## src/sv/fractional_polynomial_resampler_assert.svh

```systemverilog
// Assertion macros shared by the resampler RTL.
`ifndef FRACTIONAL_POLYNOMIAL_RESAMPLER_ASSERT_SVH
`define FRACTIONAL_POLYNOMIAL_RESAMPLER_ASSERT_SVH

// Condition holds at every clock edge out of reset.
`define FPR_ASSERT(lbl, cond, msg) \
  lbl: assert property (@(posedge clk_i) disable iff (!rst_ni) (cond)) \
    else $error(msg);

// Consequent holds in the same cycle as the antecedent.
`define FPR_ASSERT_IMP(lbl, ante, cons, msg) \
  lbl: assert property (@(posedge clk_i) disable iff (!rst_ni) (ante) |-> (cons)) \
    else $error(msg);

// Consequent holds in the cycle after the antecedent.
`define FPR_ASSERT_NEXT(lbl, ante, cons, msg) \
  lbl: assert property (@(posedge clk_i) disable iff (!rst_ni) (ante) |=> (cons)) \
    else $error(msg);

`endif

```

## src/sv/fpr_pkg.sv

```systemverilog
// Types, codes and coefficient constants of the polynomial resampler.
package fpr_pkg;

  localparam int RATE_W     = 20;
  localparam int ORDER_W    = 3;
  localparam int CFG_DATA_W = 20;
  localparam int HIST_DEPTH = 4;
  localparam int MUL_W      = 10;  // signed multiplier operand of the shared MAC
  localparam int K_W        = 8;

  typedef logic [0:0] cfg_idx_t;
  localparam cfg_idx_t REG_RATE_STEP    = 1'b0;
  localparam cfg_idx_t REG_INTERP_ORDER = 1'b1;

  localparam logic [ORDER_W-1:0] ORD_QUAD  = 3'd3;
  localparam logic [ORDER_W-1:0] ORD_CUBIC = 3'd4;

  typedef enum logic [2:0] {
    ST_IDLE,
    ST_COEF,
    ST_LOAD,
    ST_MUL,
    ST_ROUND,
    ST_DIV,
    ST_EMIT
  } state_e;

  // Node window and polynomial: linear, quadratic on s0..s2, quadratic on s1..s3, cubic.
  typedef enum logic [1:0] {
    MODE_LIN,
    MODE_QLO,
    MODE_QHI,
    MODE_CUB
  } mode_e;

  typedef logic signed [K_W-1:0] kval_t;

  // Integer weights: coefficient c[i] = sum over history j of COEF_K[mode][i][j] * s[j].
  localparam kval_t COEF_K [4][4][4] = '{
    '{ '{ 8'sd0,  8'sd1,   8'sd0,  8'sd0 },
       '{ 8'sd0, -8'sd1,   8'sd1,  8'sd0 },
       '{ 8'sd0,  8'sd0,   8'sd0,  8'sd0 },
       '{ 8'sd0,  8'sd0,   8'sd0,  8'sd0 } },
    '{ '{ 8'sd2,  8'sd0,   8'sd0,  8'sd0 },
       '{-8'sd3,  8'sd4,  -8'sd1,  8'sd0 },
       '{ 8'sd1, -8'sd2,   8'sd1,  8'sd0 },
       '{ 8'sd0,  8'sd0,   8'sd0,  8'sd0 } },
    '{ '{ 8'sd0,  8'sd2,   8'sd0,  8'sd0 },
       '{ 8'sd0, -8'sd3,   8'sd4, -8'sd1 },
       '{ 8'sd0,  8'sd1,  -8'sd2,  8'sd1 },
       '{ 8'sd0,  8'sd0,   8'sd0,  8'sd0 } },
    '{ '{ 8'sd6,  8'sd0,   8'sd0,  8'sd0 },
       '{-8'sd11, 8'sd18, -8'sd9,  8'sd2 },
       '{ 8'sd6, -8'sd15,  8'sd12, -8'sd3 },
       '{-8'sd1,  8'sd3,  -8'sd3,  8'sd1 } }
  };

  function automatic logic [1:0] order_degree(input logic [ORDER_W-1:0] order);
    logic [1:0] deg;
    unique case (order)
      ORD_QUAD:  deg = 2'd2;
      ORD_CUBIC: deg = 2'd3;
      default:   deg = 2'd1;
    endcase
    return deg;
  endfunction

endpackage

```

## src/sv/fpr_mac.sv

```systemverilog
// Shared multiply-add unit: x * m + a, optionally floored by 2^8.
module fpr_mac #(
  parameter int AW = 41,
  parameter int PW = 51
) (
  input  logic signed [AW-1:0]              x_i,
  input  logic signed [fpr_pkg::MUL_W-1:0]  m_i,
  input  logic signed [PW-1:0]              a_i,
  input  logic                              shift8_i,
  output logic signed [AW-1:0]              r_o
);
  import fpr_pkg::*;

  logic signed [PW-1:0] x_ext;
  logic signed [PW-1:0] m_ext;
  logic signed [PW-1:0] sum;

  assign x_ext = PW'(x_i);
  assign m_ext = PW'(m_i);
  assign sum   = x_ext * m_ext + a_i;
  assign r_o   = shift8_i ? AW'(sum >>> 8) : AW'(sum);

endmodule

```

## src/sv/fpr_div3.sv

```systemverilog
// Divide-by-three of an unsigned value by reciprocal multiplication, result registered.
`include "fractional_polynomial_resampler_assert.svh"

module fpr_div3 #(
  parameter int DW = 18
) (
  input  logic          clk_i,
  input  logic          rst_ni,
  input  logic          start_i,
  input  logic [DW-1:0] dividend_i,
  output logic          busy_o,
  output logic [DW-1:0] quot_o
);
  import fpr_pkg::*;

  // 2^RS / 3 rounded up gives the exact floor for every dividend below 2^DW
  localparam int RS = DW + 1;
  localparam int PW = DW + RS;
  localparam logic [RS-1:0] RECIP = RS'(((64'd1 << RS) + 64'd2) / 64'd3);

  logic          busy_q, busy_d;
  logic [DW-1:0] dv_q, dv_d;
  logic [DW-1:0] quot_q, quot_d;
  logic [PW-1:0] prod;

  assign prod   = PW'(dv_q) * PW'(RECIP);
  assign busy_o = busy_q;
  assign quot_o = quot_q;

  always_comb begin
    busy_d = 1'b0;
    dv_d   = dv_q;
    quot_d = quot_q;
    if (start_i) begin
      busy_d = 1'b1;
      dv_d   = dividend_i;
    end else if (busy_q) begin
      // keep the integer part of dividend times reciprocal
      quot_d = prod[PW-1:RS];
    end
  end

  always_ff @(posedge clk_i or negedge rst_ni) begin
    if (!rst_ni) begin
      busy_q <= 1'b0;
    end else begin
      busy_q <= busy_d;
    end
  end

  always_ff @(posedge clk_i) begin
    dv_q   <= dv_d;
    quot_q <= quot_d;
  end

  `FPR_ASSERT_IMP(a_div3_no_restart, start_i, !busy_o, "divider restarted while busy")
  `FPR_ASSERT_NEXT(a_div3_load, start_i, busy_o, "divider did not start")
  `FPR_ASSERT_NEXT(a_div3_single, busy_o && !start_i, !busy_o, "divider busy too long")

endmodule

```

## src/sv/fractional_polynomial_resampler.sv

```systemverilog
// Top level of the fractional polynomial resampler: sequencer, state and output stage.
//
//  channel | direction | handshake                | beat payload
//  --------+-----------+--------------------------+-------------------------------
//  cfg     | in        | cfg_we_i                 | cfg_index_i, cfg_data_i
//  in      | in        | in_valid_i / in_stall_o  | in_sample_i
//  out     | out       | out_valid_o / out_stall_i| out_sample_o, last_of_run_o
//
// After an input beat is taken, each result runs through the coefficient, load, multiply,
// round and emit steps of the sequencer on the shared MAC; for cubic order the divide-by-three
// by reciprocal multiplication adds a divider step before emit.
// in_stall_o is high from the accepted beat until its last result sits in the output register.
// A stalled output register holds the sequencer in its emit step.
// Reset clears history, phase, and sets rate 1.0 and linear order; no clearing pass.
`include "fractional_polynomial_resampler_assert.svh"

module fractional_polynomial_resampler #(
  parameter int SAMPLE_WIDTH    = 16,
  parameter int PHASE_FRAC_BITS = 16
) (
  input  logic                                clk_i,
  input  logic                                rst_ni,
  input  logic                                cfg_we_i,
  input  fpr_pkg::cfg_idx_t                   cfg_index_i,
  input  logic [fpr_pkg::CFG_DATA_W-1:0]      cfg_data_i,
  input  logic                                in_valid_i,
  output logic                                in_stall_o,
  input  logic signed [SAMPLE_WIDTH-1:0]      in_sample_i,
  output logic                                out_valid_o,
  input  logic                                out_stall_i,
  output logic signed [SAMPLE_WIDTH-1:0]      out_sample_o,
  output logic                                last_of_run_o
);
  import fpr_pkg::*;

  localparam int SW     = SAMPLE_WIDTH;
  localparam int PF     = PHASE_FRAC_BITS;
  localparam int PH_W   = PF + 5;
  localparam int ST_W   = PF + 4;
  localparam int COEF_W = SW + 6;
  localparam int ACC_W  = SW + 25;
  localparam int PROD_W = ACC_W + MUL_W;
  localparam int DW     = SW + 2;
  localparam int SH_L   = (PF >= 16) ? PF - 16 : 0;
  localparam int SH_R   = (PF < 16) ? 16 - PF : 0;

  localparam logic [PH_W-1:0] PH_ONE   = PH_W'(1) << PF;
  localparam logic [ST_W-1:0] STEP_MIN = ST_W'(1) << (PF - 6);
  localparam logic [PF-1:0]   MU_HALF  = PF'(1) << (PF - 1);

  localparam logic signed [ACC_W:0] SAT_HI = {{(ACC_W + 2 - SW){1'b0}}, {(SW - 1){1'b1}}};
  localparam logic signed [ACC_W:0] SAT_LO = ~SAT_HI;
  localparam logic signed [ACC_W:0] M_HI   = SAT_HI * 3 + 2;
  localparam logic signed [ACC_W:0] M_LO   = SAT_LO * 3;
  localparam logic signed [ACC_W:0] BIAS_1 = (ACC_W + 1)'(1) <<< 15;
  localparam logic signed [ACC_W:0] BIAS_2 = (ACC_W + 1)'(1) <<< 16;
  localparam logic signed [ACC_W:0] BIAS_6 = (ACC_W + 1)'(3) <<< 16;

  state_e state_q, state_d;

  logic [RATE_W-1:0]  rate_q, rate_d;
  logic [ORDER_W-1:0] order_q, order_d;
  logic [PH_W-1:0]    phase_q, phase_d;
  logic signed [SW-1:0] hist_q [HIST_DEPTH];
  logic signed [SW-1:0] hist_d [HIST_DEPTH];

  logic [1:0] node_q, node_d;
  logic [1:0] cidx_q, cidx_d;
  logic [1:0] dig_q, dig_d;

  logic signed [COEF_W-1:0] cf_q, cf_d;
  logic signed [ACC_W-1:0]  acc_q, acc_d;
  logic signed [ACC_W-1:0]  pp_q, pp_d;
  logic signed [SW-1:0]     res_q, res_d;

  logic                 out_valid_q, out_valid_d;
  logic signed [SW-1:0] out_sample_q, out_sample_d;
  logic                 out_last_q, out_last_d;

  logic [PF+19:0] step_raw;
  logic [ST_W-1:0] step_conv;
  logic [ST_W-1:0] step;
  logic [PH_W-1:0] ph_dec;
  logic [PH_W-1:0] phase_sum;
  logic [PF-1:0]   mu;
  logic [PF+15:0]  mu_w;
  logic [15:0]     mu16;
  logic [16:0]     t_val;
  logic [7:0]      digit;
  mode_e           mode;
  logic [1:0]      deg;
  logic            accept;
  logic            out_free;

  logic signed [ACC_W-1:0]  mac_x;
  logic signed [MUL_W-1:0]  mac_m;
  logic signed [PROD_W-1:0] mac_a;
  logic                     mac_sh;
  logic signed [ACC_W-1:0]  mac_r;

  logic signed [ACC_W:0] acc_x;
  logic signed [ACC_W:0] y_round;
  logic signed [ACC_W:0] y_sat;
  logic signed [ACC_W:0] m_div;
  logic signed [ACC_W:0] m_cl;
  logic [DW-1:0]         div_dividend;
  logic                  div_start;
  logic                  div_busy;
  logic [DW-1:0]         div_quot;

  assign accept     = in_valid_i && (state_q == ST_IDLE);
  assign in_stall_o = (state_q != ST_IDLE);
  assign out_free   = !out_valid_q || !out_stall_i;

  // step from Q4.16 into phase units, floored at 1/64
  assign step_raw  = ((PF + 20)'(rate_q) << SH_L) >> SH_R;
  assign step_conv = ST_W'(step_raw);
  assign step      = (step_conv < STEP_MIN) ? STEP_MIN : step_conv;

  assign ph_dec    = (phase_q >= PH_ONE) ? phase_q - PH_ONE : phase_q;
  assign phase_sum = phase_q + PH_W'(step);

  assign mu    = phase_q[PF-1:0];
  assign mu_w  = ((PF + 16)'(mu) << SH_R) >> SH_L;
  assign mu16  = mu_w[15:0];
  assign deg   = order_degree(order_q);

  always_comb begin
    unique case (order_q)
      ORD_QUAD:  mode = (mu <= MU_HALF) ? MODE_QLO : MODE_QHI;
      ORD_CUBIC: mode = MODE_CUB;
      default:   mode = MODE_LIN;
    endcase
  end

  assign t_val = (mode == MODE_LIN || mode == MODE_QHI) ? {1'b0, mu16} : {1'b1, mu16};

  always_comb begin
    case (dig_q)
      2'd0:    digit = t_val[7:0];
      2'd1:    digit = t_val[15:8];
      default: digit = {7'd0, t_val[16]};
    endcase
  end

  // MAC operand selection
  always_comb begin
    mac_x  = acc_q;
    mac_m  = MUL_W'(signed'({1'b0, digit}));
    mac_a  = '0;
    mac_sh = 1'b0;
    if (state_q == ST_COEF) begin
      mac_x = ACC_W'(hist_q[node_q]);
      mac_m = MUL_W'(COEF_K[mode][cidx_q][node_q]);
      mac_a = (node_q == 2'd0) ? '0 : PROD_W'(cf_q);
    end else begin
      case (dig_q)
        2'd0: begin
          mac_sh = 1'b1;
        end
        2'd1: begin
          mac_a  = PROD_W'(pp_q);
          mac_sh = 1'b1;
        end
        default: begin
          mac_a = PROD_W'(pp_q) + (PROD_W'(cf_q) <<< 16);
        end
      endcase
    end
  end

  fpr_mac #(
    .AW (ACC_W),
    .PW (PROD_W)
  ) u_mac (
    .x_i      (mac_x),
    .m_i      (mac_m),
    .a_i      (mac_a),
    .shift8_i (mac_sh),
    .r_o      (mac_r)
  );

  // rounding and saturation
  assign acc_x = (ACC_W + 1)'(acc_q);

  always_comb begin
    if (mode == MODE_LIN) begin
      y_round = (acc_x + BIAS_1) >>> 16;
    end else begin
      y_round = (acc_x + BIAS_2) >>> 17;
    end
    if (y_round > SAT_HI) begin
      y_sat = SAT_HI;
    end else if (y_round < SAT_LO) begin
      y_sat = SAT_LO;
    end else begin
      y_sat = y_round;
    end
  end

  // cubic: floor(m / 3) with m clamped to the range that maps into the sample width
  always_comb begin
    m_div = (acc_x + BIAS_6) >>> 17;
    if (m_div > M_HI) begin
      m_cl = M_HI;
    end else if (m_div < M_LO) begin
      m_cl = M_LO;
    end else begin
      m_cl = m_div;
    end
  end

  assign div_dividend = DW'(m_cl - M_LO);

  fpr_div3 #(
    .DW (DW)
  ) u_div3 (
    .clk_i      (clk_i),
    .rst_ni     (rst_ni),
    .start_i    (div_start),
    .dividend_i (div_dividend),
    .busy_o     (div_busy),
    .quot_o     (div_quot)
  );

  // next state
  always_comb begin
    state_d = state_q;
    unique case (state_q)
      ST_IDLE: begin
        if (accept) begin
          state_d = (ph_dec < PH_ONE) ? ST_COEF : ST_IDLE;
        end
      end
      ST_COEF: begin
        if (node_q == 2'd3) begin
          state_d = (cidx_q == deg) ? ST_LOAD : ST_MUL;
        end
      end
      ST_LOAD: state_d = ST_COEF;
      ST_MUL: begin
        if (dig_q == 2'd2) begin
          state_d = (cidx_q == 2'd0) ? ST_ROUND : ST_COEF;
        end
      end
      ST_ROUND: state_d = (mode == MODE_CUB) ? ST_DIV : ST_EMIT;
      ST_DIV: begin
        if (!div_busy) begin
          state_d = ST_EMIT;
        end
      end
      ST_EMIT: begin
        if (out_free) begin
          state_d = (phase_sum < PH_ONE) ? ST_COEF : ST_IDLE;
        end
      end
      default: state_d = ST_IDLE;
    endcase
  end

  // datapath and counters
  always_comb begin
    hist_d       = hist_q;
    phase_d      = phase_q;
    node_d       = node_q;
    cidx_d       = cidx_q;
    dig_d        = dig_q;
    cf_d         = cf_q;
    acc_d        = acc_q;
    pp_d         = pp_q;
    res_d        = res_q;
    div_start    = 1'b0;
    out_valid_d  = out_valid_q && out_stall_i;
    out_sample_d = out_sample_q;
    out_last_d   = out_last_q;

    unique case (state_q)
      ST_IDLE: begin
        if (accept) begin
          for (int i = 0; i < HIST_DEPTH - 1; i++) begin
            hist_d[i] = hist_q[i + 1];
          end
          hist_d[HIST_DEPTH-1] = in_sample_i;
          phase_d = ph_dec;
          node_d  = 2'd0;
          cidx_d  = deg;
        end
      end
      ST_COEF: begin
        cf_d   = COEF_W'(mac_r);
        node_d = node_q + 2'd1;
        dig_d  = 2'd0;
      end
      ST_LOAD: begin
        acc_d  = ACC_W'(cf_q) <<< 16;
        cidx_d = cidx_q - 2'd1;
      end
      ST_MUL: begin
        dig_d = dig_q + 2'd1;
        if (dig_q == 2'd2) begin
          acc_d  = mac_r;
          cidx_d = cidx_q - 2'd1;
        end else begin
          pp_d = mac_r;
        end
      end
      ST_ROUND: begin
        if (mode == MODE_CUB) begin
          div_start = 1'b1;
        end else begin
          res_d = SW'(y_sat);
        end
      end
      ST_DIV: begin
        if (!div_busy) begin
          // quotient is offset by the most negative sample: flip the sign bit
          res_d = {~div_quot[SW-1], div_quot[SW-2:0]};
        end
      end
      ST_EMIT: begin
        if (out_free) begin
          out_valid_d  = 1'b1;
          out_sample_d = res_q;
          out_last_d   = (phase_sum >= PH_ONE);
          phase_d      = phase_sum;
          node_d       = 2'd0;
          cidx_d       = deg;
        end
      end
      default: ;
    endcase
  end

  // configuration writes
  always_comb begin
    rate_d  = rate_q;
    order_d = order_q;
    if (cfg_we_i) begin
      unique case (cfg_index_i)
        REG_RATE_STEP:    rate_d  = cfg_data_i[RATE_W-1:0];
        REG_INTERP_ORDER: order_d = cfg_data_i[ORDER_W-1:0];
        default: ;
      endcase
    end
  end

  always_ff @(posedge clk_i or negedge rst_ni) begin
    if (!rst_ni) begin
      state_q     <= ST_IDLE;
      rate_q      <= RATE_W'(65536);
      order_q     <= ORDER_W'(2);
      phase_q     <= '0;
      node_q      <= '0;
      cidx_q      <= '0;
      dig_q       <= '0;
      out_valid_q <= 1'b0;
      for (int i = 0; i < HIST_DEPTH; i++) begin
        hist_q[i] <= '0;
      end
    end else begin
      state_q     <= state_d;
      rate_q      <= rate_d;
      order_q     <= order_d;
      phase_q     <= phase_d;
      node_q      <= node_d;
      cidx_q      <= cidx_d;
      dig_q       <= dig_d;
      out_valid_q <= out_valid_d;
      hist_q      <= hist_d;
    end
  end

  always_ff @(posedge clk_i) begin
    cf_q         <= cf_d;
    acc_q        <= acc_d;
    pp_q         <= pp_d;
    res_q        <= res_d;
    out_sample_q <= out_sample_d;
    out_last_q   <= out_last_d;
  end

  assign out_valid_o   = out_valid_q;
  assign out_sample_o  = out_sample_q;
  assign last_of_run_o = out_last_q;

  `FPR_ASSERT_IMP(a_phase_in_window, state_q == ST_COEF, phase_q < PH_ONE, "evaluating outside the unit interval")
  `FPR_ASSERT_NEXT(a_emit_beat, state_q == ST_EMIT && out_free, out_valid_o && out_sample_o == $past(res_q), "result not moved to output register")
  `FPR_ASSERT_IMP(a_div_cubic_only, state_q == ST_DIV, order_q == ORD_CUBIC, "divider used outside cubic order")

endmodule
```

## config.mk

```make
export PLATFORM = sky130hd
export DESIGN_NAME = fractional_polynomial_resampler
export DESIGN_NICKNAME = d
export VERILOG_FILES = /design/src/sv/fpr_pkg.sv /design/src/sv/fpr_mac.sv /design/src/sv/fpr_div3.sv /design/src/sv/fractional_polynomial_resampler.sv
export VERILOG_INCLUDE_DIRS = /design/src /design/src/sv
export SDC_FILE = /design/constraint.sdc
export NUM_CORES = 2
export LEC_CHECK = 0
export BUFFER_PORTS_ARGS = -buffer_cell sky130_fd_sc_hd__clkbuf_2
export CAP_MARGIN = 0
export CORE_MARGIN = 2
export CORE_UTILIZATION = 45
export DETAILED_ROUTE_END_ITERATION = 16
export PLACE_DENSITY = 0.59
export SLEW_MARGIN = 20
export SYNTH_ARGS = -nofsm -noshare
export SYNTH_HDL_FRONTEND = slang
export SYNTH_SLANG_ARGS = --single-unit
export TNS_END_PERCENT = 5
```

## constraint.sdc

```tcl
create_clock -name clk_i -period 17.55 [get_ports clk_i]
set_clock_uncertainty 0.2 [all_clocks]
set_input_delay 0.8775 -clock clk_i [delete_from_list [all_inputs] [get_ports clk_i]]
set_output_delay 0.8775 -clock clk_i [all_outputs]
set_load 0.005 [all_outputs]
```

**Word-level counts from Yosys, hierarchy flattened**

Index checks and enable logic that the tools add are counted.

- Order comparisons: 13
- Div/mod/pow operators: 0
- Shifts and indexed selects: 0
- Multiplexer cells: 64
- Reduce and logical (&&, ||, !) cells: 31
- $mul: 2
- Add/subtract/negate cells: 11
- Equality and inequality tests: 20
- Bitwise gates (word level): 7

Operators by type and width:

| cell | count |
|---|---|
| binary-select mux 128 bit (select 2 bit) | 1 |
| two-way mux 128 bit | 2 |
| two-way mux 41 bit | 3 |
| two-way mux 49 bit | 2 |
| case mux 49 bit (2 select lines) | 1 |
| two-way mux 16 bit | 6 |
| case mux 41 bit (2 select lines) | 1 |
| binary-select mux 32 bit (select 2 bit) | 1 |
| two-way mux 32 bit | 2 |
| two-way mux 21 bit | 3 |
| adder 49 bit | 1 |
| multiplier 41 x 10 -> 49 bit | 1 |
| adder 41 x 17 -> 42 bit, second input constant | 1 |
| adder 41 x 18 -> 42 bit, second input constant | 1 |
| adder 41 x 19 -> 42 bit, second input constant | 1 |
| adder 41 x 38 -> 42 bit | 1 |
| >= comparator 21 x 17 -> 1 bit, second input constant | 2 |
| > comparator 42 x 16 -> 1 bit, second input constant | 1 |
| less-than comparator 21 x 17 -> 1 bit, second input constant | 2 |
| less-than comparator 42 x 16 -> 1 bit, second input constant | 1 |
| two-way mux 42 bit | 1 |
| case mux 21 bit (2 select lines) | 1 |
| two-way mux 18 bit | 2 |
| multiplier 18 x 18 -> 35 bit, second input constant | 1 |
| other kinds (48) | 109 |

- Register bits after elaboration: 290
- Memories kept: 0
- Memory bits (writable): 0
- Memory bits (read-only): 0
- Latch bits: 0
- Bits of input ports: 42
- Output and inout bits: 19

**Longest topological paths before layout**

- Depth after elaboration: 19
- Depth in mapped cells: 33
- Depth with buffers taken out: 29

**Hierarchy**

From an unflattened synthesis, not the netlist that was laid out.

- Cell total of the unflattened synthesis: 4,158
- Area, all modules: 38,496.9 um^2

Modules (own cells, without submodules):

| module | area an instance (um^2) | cells each | times used |
|---|---|---|---|
| fractional_polynomial_resampler | 15,716.3 | 1,594 | 1 |
| fpr_mac | 15,512.4 | 1,842 | 1 |
| fpr_div3 | 7,268.2 | 722 | 1 |

**Worst setup path after synthesis**

No wires, ideal clock.

- Path type: flip-flop to flip-flop
- Start point: register phase_q[1]
- End point: register acc_q[38] (data pin)
- Data arrival time: 7,422 ps
- Data required time: 17,095 ps
- Path slack: 9,673 ps
- Setup time: 255 ps
- Stages on the path, launching flop included: 29
- Cells stage by stage: dfrtp_1 > or4_1 > o41a_1 > o21ai_2 > a211oi_2 > or2_4 > o21ai_1 > buf_4 > buf_4 > nand2_1 > fa_1 > inv_1 > fa_1 > fa_1 > fa_1 > inv_1 > fa_1 > inv_1 > ha_1 > buf_2 > nand4_1 > nor3_1 > nand4_1 > a31oi_2 > nand4_1 > a311oi_1 > and3_1 > nor4_2 > a21bo_2

- Longest elaborated chain between the ends: 19
- Elaborated cells on any way between the ends: 24
- Classes of those cells: 1 x add/sub; 1 x mul; 1 x order compare; 1 x eq/ne; 17 x mux; 1 x bitwise; 2 x reduce/logical

RTL lines:

| what | RTL line | source |
|---|---|---|
| start, declared | fractional_polynomial_resampler.sv:63 | `logic [PH_W-1:0] phase_q, phase_d;` |
| start signal, assigned | fractional_polynomial_resampler.sv:364 | `phase_q <= phase_d;` |
| less-or-equal comparator 16 bit | fractional_polynomial_resampler.sv:130 | `ORD_QUAD: mode = (mu <= MU_HALF) ? MODE_QLO : MODE_QHI;` |
| two-way mux 2 bit | fractional_polynomial_resampler.sv:130 |  |
| case mux 2 bit (2 select lines) | fractional_polynomial_resampler.sv:129 | `unique case (order_q)` |
| NOT 2 -> 3 bit (not written as such) | fractional_polynomial_resampler.sv:154 | `mac_m = MUL_W'(COEF_K[mode][cidx_q][node_q]);` |
| binary-select mux 128 bit (select 2 bit) | fractional_polynomial_resampler.sv:154 |  |
| two-way mux 128 bit (not written as such) (2 in a row) | fractional_polynomial_resampler.sv:154 |  |
| binary-select mux 32 bit (select 2 bit) | fractional_polynomial_resampler.sv:154 |  |
| two-way mux 32 bit (not written as such) (2 in a row) | fractional_polynomial_resampler.sv:154 |  |
| [3 not listed] | -- |  |
| two-way mux 10 bit * | fractional_polynomial_resampler.sv:152 | `if (state_q == ST_COEF) begin` |
| multiplier 41 x 10 -> 49 bit * | fpr_mac.sv:20 | `assign sum = x_ext * m_ext + a_i;` |
| adder 49 bit * | fpr_mac.sv:20 |  |
| two-way mux 41 bit * | fpr_mac.sv:21 | `assign r_o = shift8_i ? AW'(sum >>> 8) : AW'(sum);` |
| via mac_r[38] | fractional_polynomial_resampler.sv:99 | `logic signed [ACC_W-1:0] mac_r;` |
| two-way mux 41 bit * | fractional_polynomial_resampler.sv:300 | `if (dig_q == 2'd2) begin` |
| case mux 41 bit (2 select lines) * | fractional_polynomial_resampler.sv:277 | `unique case (state_q)` |
| via acc_d[38] | fractional_polynomial_resampler.sv:72 | `logic signed [ACC_W-1:0] acc_q, acc_d;` |
| end signal, assigned | fractional_polynomial_resampler.sv:375 | `acc_q <= acc_d;` |
| end, declared | fractional_polynomial_resampler.sv:72 |  |

Mark *: on every way through the listed nets, which the timed path passes. The rest lies on a longest branch. The select of a mux whose other input is x is not followed.
A chain may end at the register's enable or synchronous reset.

**Worst setup path in the final report**

- Start point: register state_q[0]
- End point: register pp_q[37] (data pin)

- Longest elaborated chain between the ends: 5
- Elaborated cells on any way between the ends: 8
- Classes of those cells: 1 x add/sub; 1 x mul; 1 x eq/ne; 5 x mux

RTL lines:

| what | RTL line | source |
|---|---|---|
| start, declared | fractional_polynomial_resampler.sv:59 | `state_e state_q, state_d;` |
| start signal, assigned | fractional_polynomial_resampler.sv:361 | `state_q <= state_d;` |
| equality test 3 x 1 -> 1 bit * | fractional_polynomial_resampler.sv:152 |  |
| two-way mux 41 bit or two-way mux 10 bit (tied branches) | fractional_polynomial_resampler.sv:152 |  |
| multiplier 41 x 10 -> 49 bit | fpr_mac.sv:20 |  |
| adder 49 bit | fpr_mac.sv:20 |  |
| two-way mux 41 bit * | fpr_mac.sv:21 |  |
| via mac_r[37] | fractional_polynomial_resampler.sv:99 |  |
| end signal, assigned | fractional_polynomial_resampler.sv:376 | `pp_q <= pp_d;` |
| end, declared | fractional_polynomial_resampler.sv:73 | `logic signed [ACC_W-1:0] pp_q, pp_d;` |

Mark *: on every way through the listed nets, which the timed path passes. The rest lies on a longest branch.

==> results.json <==
{
  "final.min_clock_period_ns": 9.93,
  "num_rows": 105,
  "dp_hpwl_um": 81400,
  "start_kind": "flop",
  "ctsRootBufferMaster": "clkbuf_16",
  "cts_tree": "done",
  "met2_length_um": 43400,
  "wirelength_um": 101000,
  "ant_nets": 0,
  "post_cts_buffers": 0,
  "drv_slew": 0,
  "cts_resized": 0,
  "grt_first_pass_wirelength_um": 162000,
  "gr-total-overflow": 0,
  "via_per_inst": 5.46,
  "max_freq_ghz": 0.101,
  "max_stage_delay_ns": 0.71,
  "fin_tns_setup_ns": 0,
  "postLayoutCellArea_sq_um": 39600,
  "drive_gt1_share_pct": 8.10,
  "pin_count": 61,
  "vias": 27385,
  "grt_max_degree": 69,
  "synth_nets": 4800,
  "slew_headroom_pct": 21.0,
  "place.gp.congestion": 0.944,
  "die_h_um": 292,
  "crit_type": "flop to flop",
  "layout.nets": 4759,
  "die_area_sq_um": 85200,
  "cts_made_buffers": 34,
  "rsz0062_at_grt": "false",
  "period_share_pct": 56.6,
  "maxCapViolCount": 0,
  "yosysUniqueCellTypes": 97,
  "remaining_drc_errors": 0,
  "dpl-instance-area_sq_um": 38400,
  "hold-path-cell-count": 0,
  "worstHoldPathType": "flop to flop",
  "cp.required_ns": 17.61,
  "synth_edf_count": 171,
  "endpoint_kind": "flop",
  "holdBufCountCts": 0,
  "wl_met3_um": 8510,
  "antenna_found_initial": 2,
  "arrival_ns": 9.99,
  "wl_per_cell_um": 20.2,
  "path_clk_slew_ns": 0.06,
  "whs_ns": 0.218,
  "hold_viol": 0,
  "core_area_sq_um": 82100,
  "io_buffers": 60,
  "firstDrtPassIters": 5,
  "synth_area_sq_um": 37300,
  "ys_warn_count": 0,
  "die_w_um": 292,
  "r2r_cells": 28,
  "ys_seq_elements": 290,
  "fin_ws_ns": 7.62,
  "synth.yosys.seq_area_share_pct": 21.8,
  "preCtsSetupSlack_ns": 7.66,
  "tightestPinTransition_ns": 1.18,
  "synthFlopType": "edfxtp_1",
  "async_flop_share_pct": 41.0,
  "crit_path_top_delay_cell": "nor2_2",
  "dr.first_iter.drc_count": 2189,
  "clock_latency_ns": 0.57,
  "track_usage_pct": 24.4,
  "avgSynthCellArea_sq_um": 9.42,
  "outcome": "complete, no violations",
  "cp_max_fo": 36,
  "start_util_pct": 45.4,
  "path_common_cell": "fa_1",
  "finalSetupViolCount": 0,
  "syn2layout_area_growth_pct": 6.25,
  "top_layer_used": "met5",
  "grt_pass1_vias": 27779,
  "clock_sinks": 290,
  "clockBufferDepth": 3,
  "drt-met1-wl_um": 46600,
  "h-tree-depth": 2,
  "synthCells": 3956
}
logic make-up after synthesis:
logic type	Yosys count	share of synthesized area, %
AO/OA/AOI/OAI	612	10.9
XOR/XNOR	161	3.78
adder cells (fa/ha/maj)	803	36.8
buffers and inverters	868	9.18
flip-flops	290	21.8
multiplexers	139	4.62
AND/OR/NAND/NOR	1083	13.0
layout make-up:
class                           count  area, sq um
Timing Repair Buffer               92          556
Tap cell                         1070         1340
Clock buffer                       48          965
Clock inverter                     13          191
Multi-Input combinational cell   2798        25800
Sequential cell                   290         8120
Inverter                          699         2630
Antenna cell                        1         2.50
Fill cell                        7820        42500
routing by layer:
metal | GRT usage (%) | up-vias
li1 | - | 12858
met1 | 35.9 | 13509
met2 | 36.2 | 893
met3 | 5.72 | 123
met4 | 6.03 | 2
met5 | 0 | -
final timing paths:
check	to	startpoint	slack, ns
worst max-delay path	pp_q[37]	state_q[0]	7.62
worst min-delay path	out_sample_o[8]	res_q[8]	0.22
worst max register to register	pp_q[37]	state_q[0]	7.62
worst min register to register	out_sample_o[8]	res_q[8]	0.22
max in group asynchronous	phase_q[5]	rst_ni	15.68
min in group asynchronous	hist_q[43]	rst_ni	0.25
cell usage after synthesis (68+ instances only):
master	n	area [sq um]
a21oi_1	154	771
clkbuf_1	95	357
dfrtp_1	117	2930
edfxtp_1	171	5130
fa_1	489	9790
ha_1	313	3920
inv_1	698	2620
mux2_2	105	1180
nand2_1	511	1920
nand3_1	68	340
nor2_1	256	961
o21ai_0	134	671
xnor2_1	94	823
worst max-delay path: cells and delay by family (launching register included):
family	cells	cell delay (ns)
adders and majority gates	6	3.06
and+or+nand+nor	8	2.08
AOI/OAI and AO/OA	8	1.98
buffers and inverters	5	1.37
DFF	1	0.58
xor gates and xnor gates	1	0.29
flip-flops by register name, indices dropped and copies added, names as in the netlist, 3 cells and up:
register / flops
hist_q: 64
acc_q: 41
pp_q: 41
cf_q: 22
phase_q: 21
rate_q: 20
u_div3.dv_q: 18
out_sample_o: 16
res_q: 16
u_div3.quot_o: 16
order_q: 3
state_q: 3
placed cells by master (no fill, tap or decap), types with 10 or more instances in the layout:
cell type,synthesis,routed
nand2b_1,20,19
nor2_1,256,253
a22o_1,16,16
and2_1,59,58
clkbuf_16,0,35
buf_4,12,32
a21oi_1,154,152
edfxtp_1,171,171
o21ai_0,134,133
o211ai_1,19,19
o22ai_1,24,24
nor3_1,28,28
nand2_1,511,510
fa_1,489,489
ha_1,313,313
a22oi_1,12,12
a21o_1,37,37
mux2i_1,18,18
o21bai_1,16,16
dfrtp_1,117,117
and3_1,22,22
a31oi_1,21,21
nor2b_1,21,20
o21a_1,22,22
nor4_1,10,10
xnor2_1,94,94
clkbuf_2,0,59
nand3_1,68,68
a211oi_1,24,23
a221oi_1,19,19
nand4_1,22,22
xor2_1,67,67
a211o_1,16,16
o31ai_1,17,17
mux2_2,105,105
or3_1,20,20
inv_1,698,697
mux4_2,16,16
stage by stage:
| step | util, % | instances |
|---|---|---|
| after global routing | 48.2 | 5010 |
| after global placement | 46.8 | 4948 |
| after floorplan | - | 3956 |
| after CTS | 48.2 | 5009 |
| after detailed placement | 46.8 | 4948 |
| final | 48.2 | 5011 |
Power is left out: the tool's default activity adds up to more than one toggle a clock period on the data nets, which glitch-free logic cannot reach.
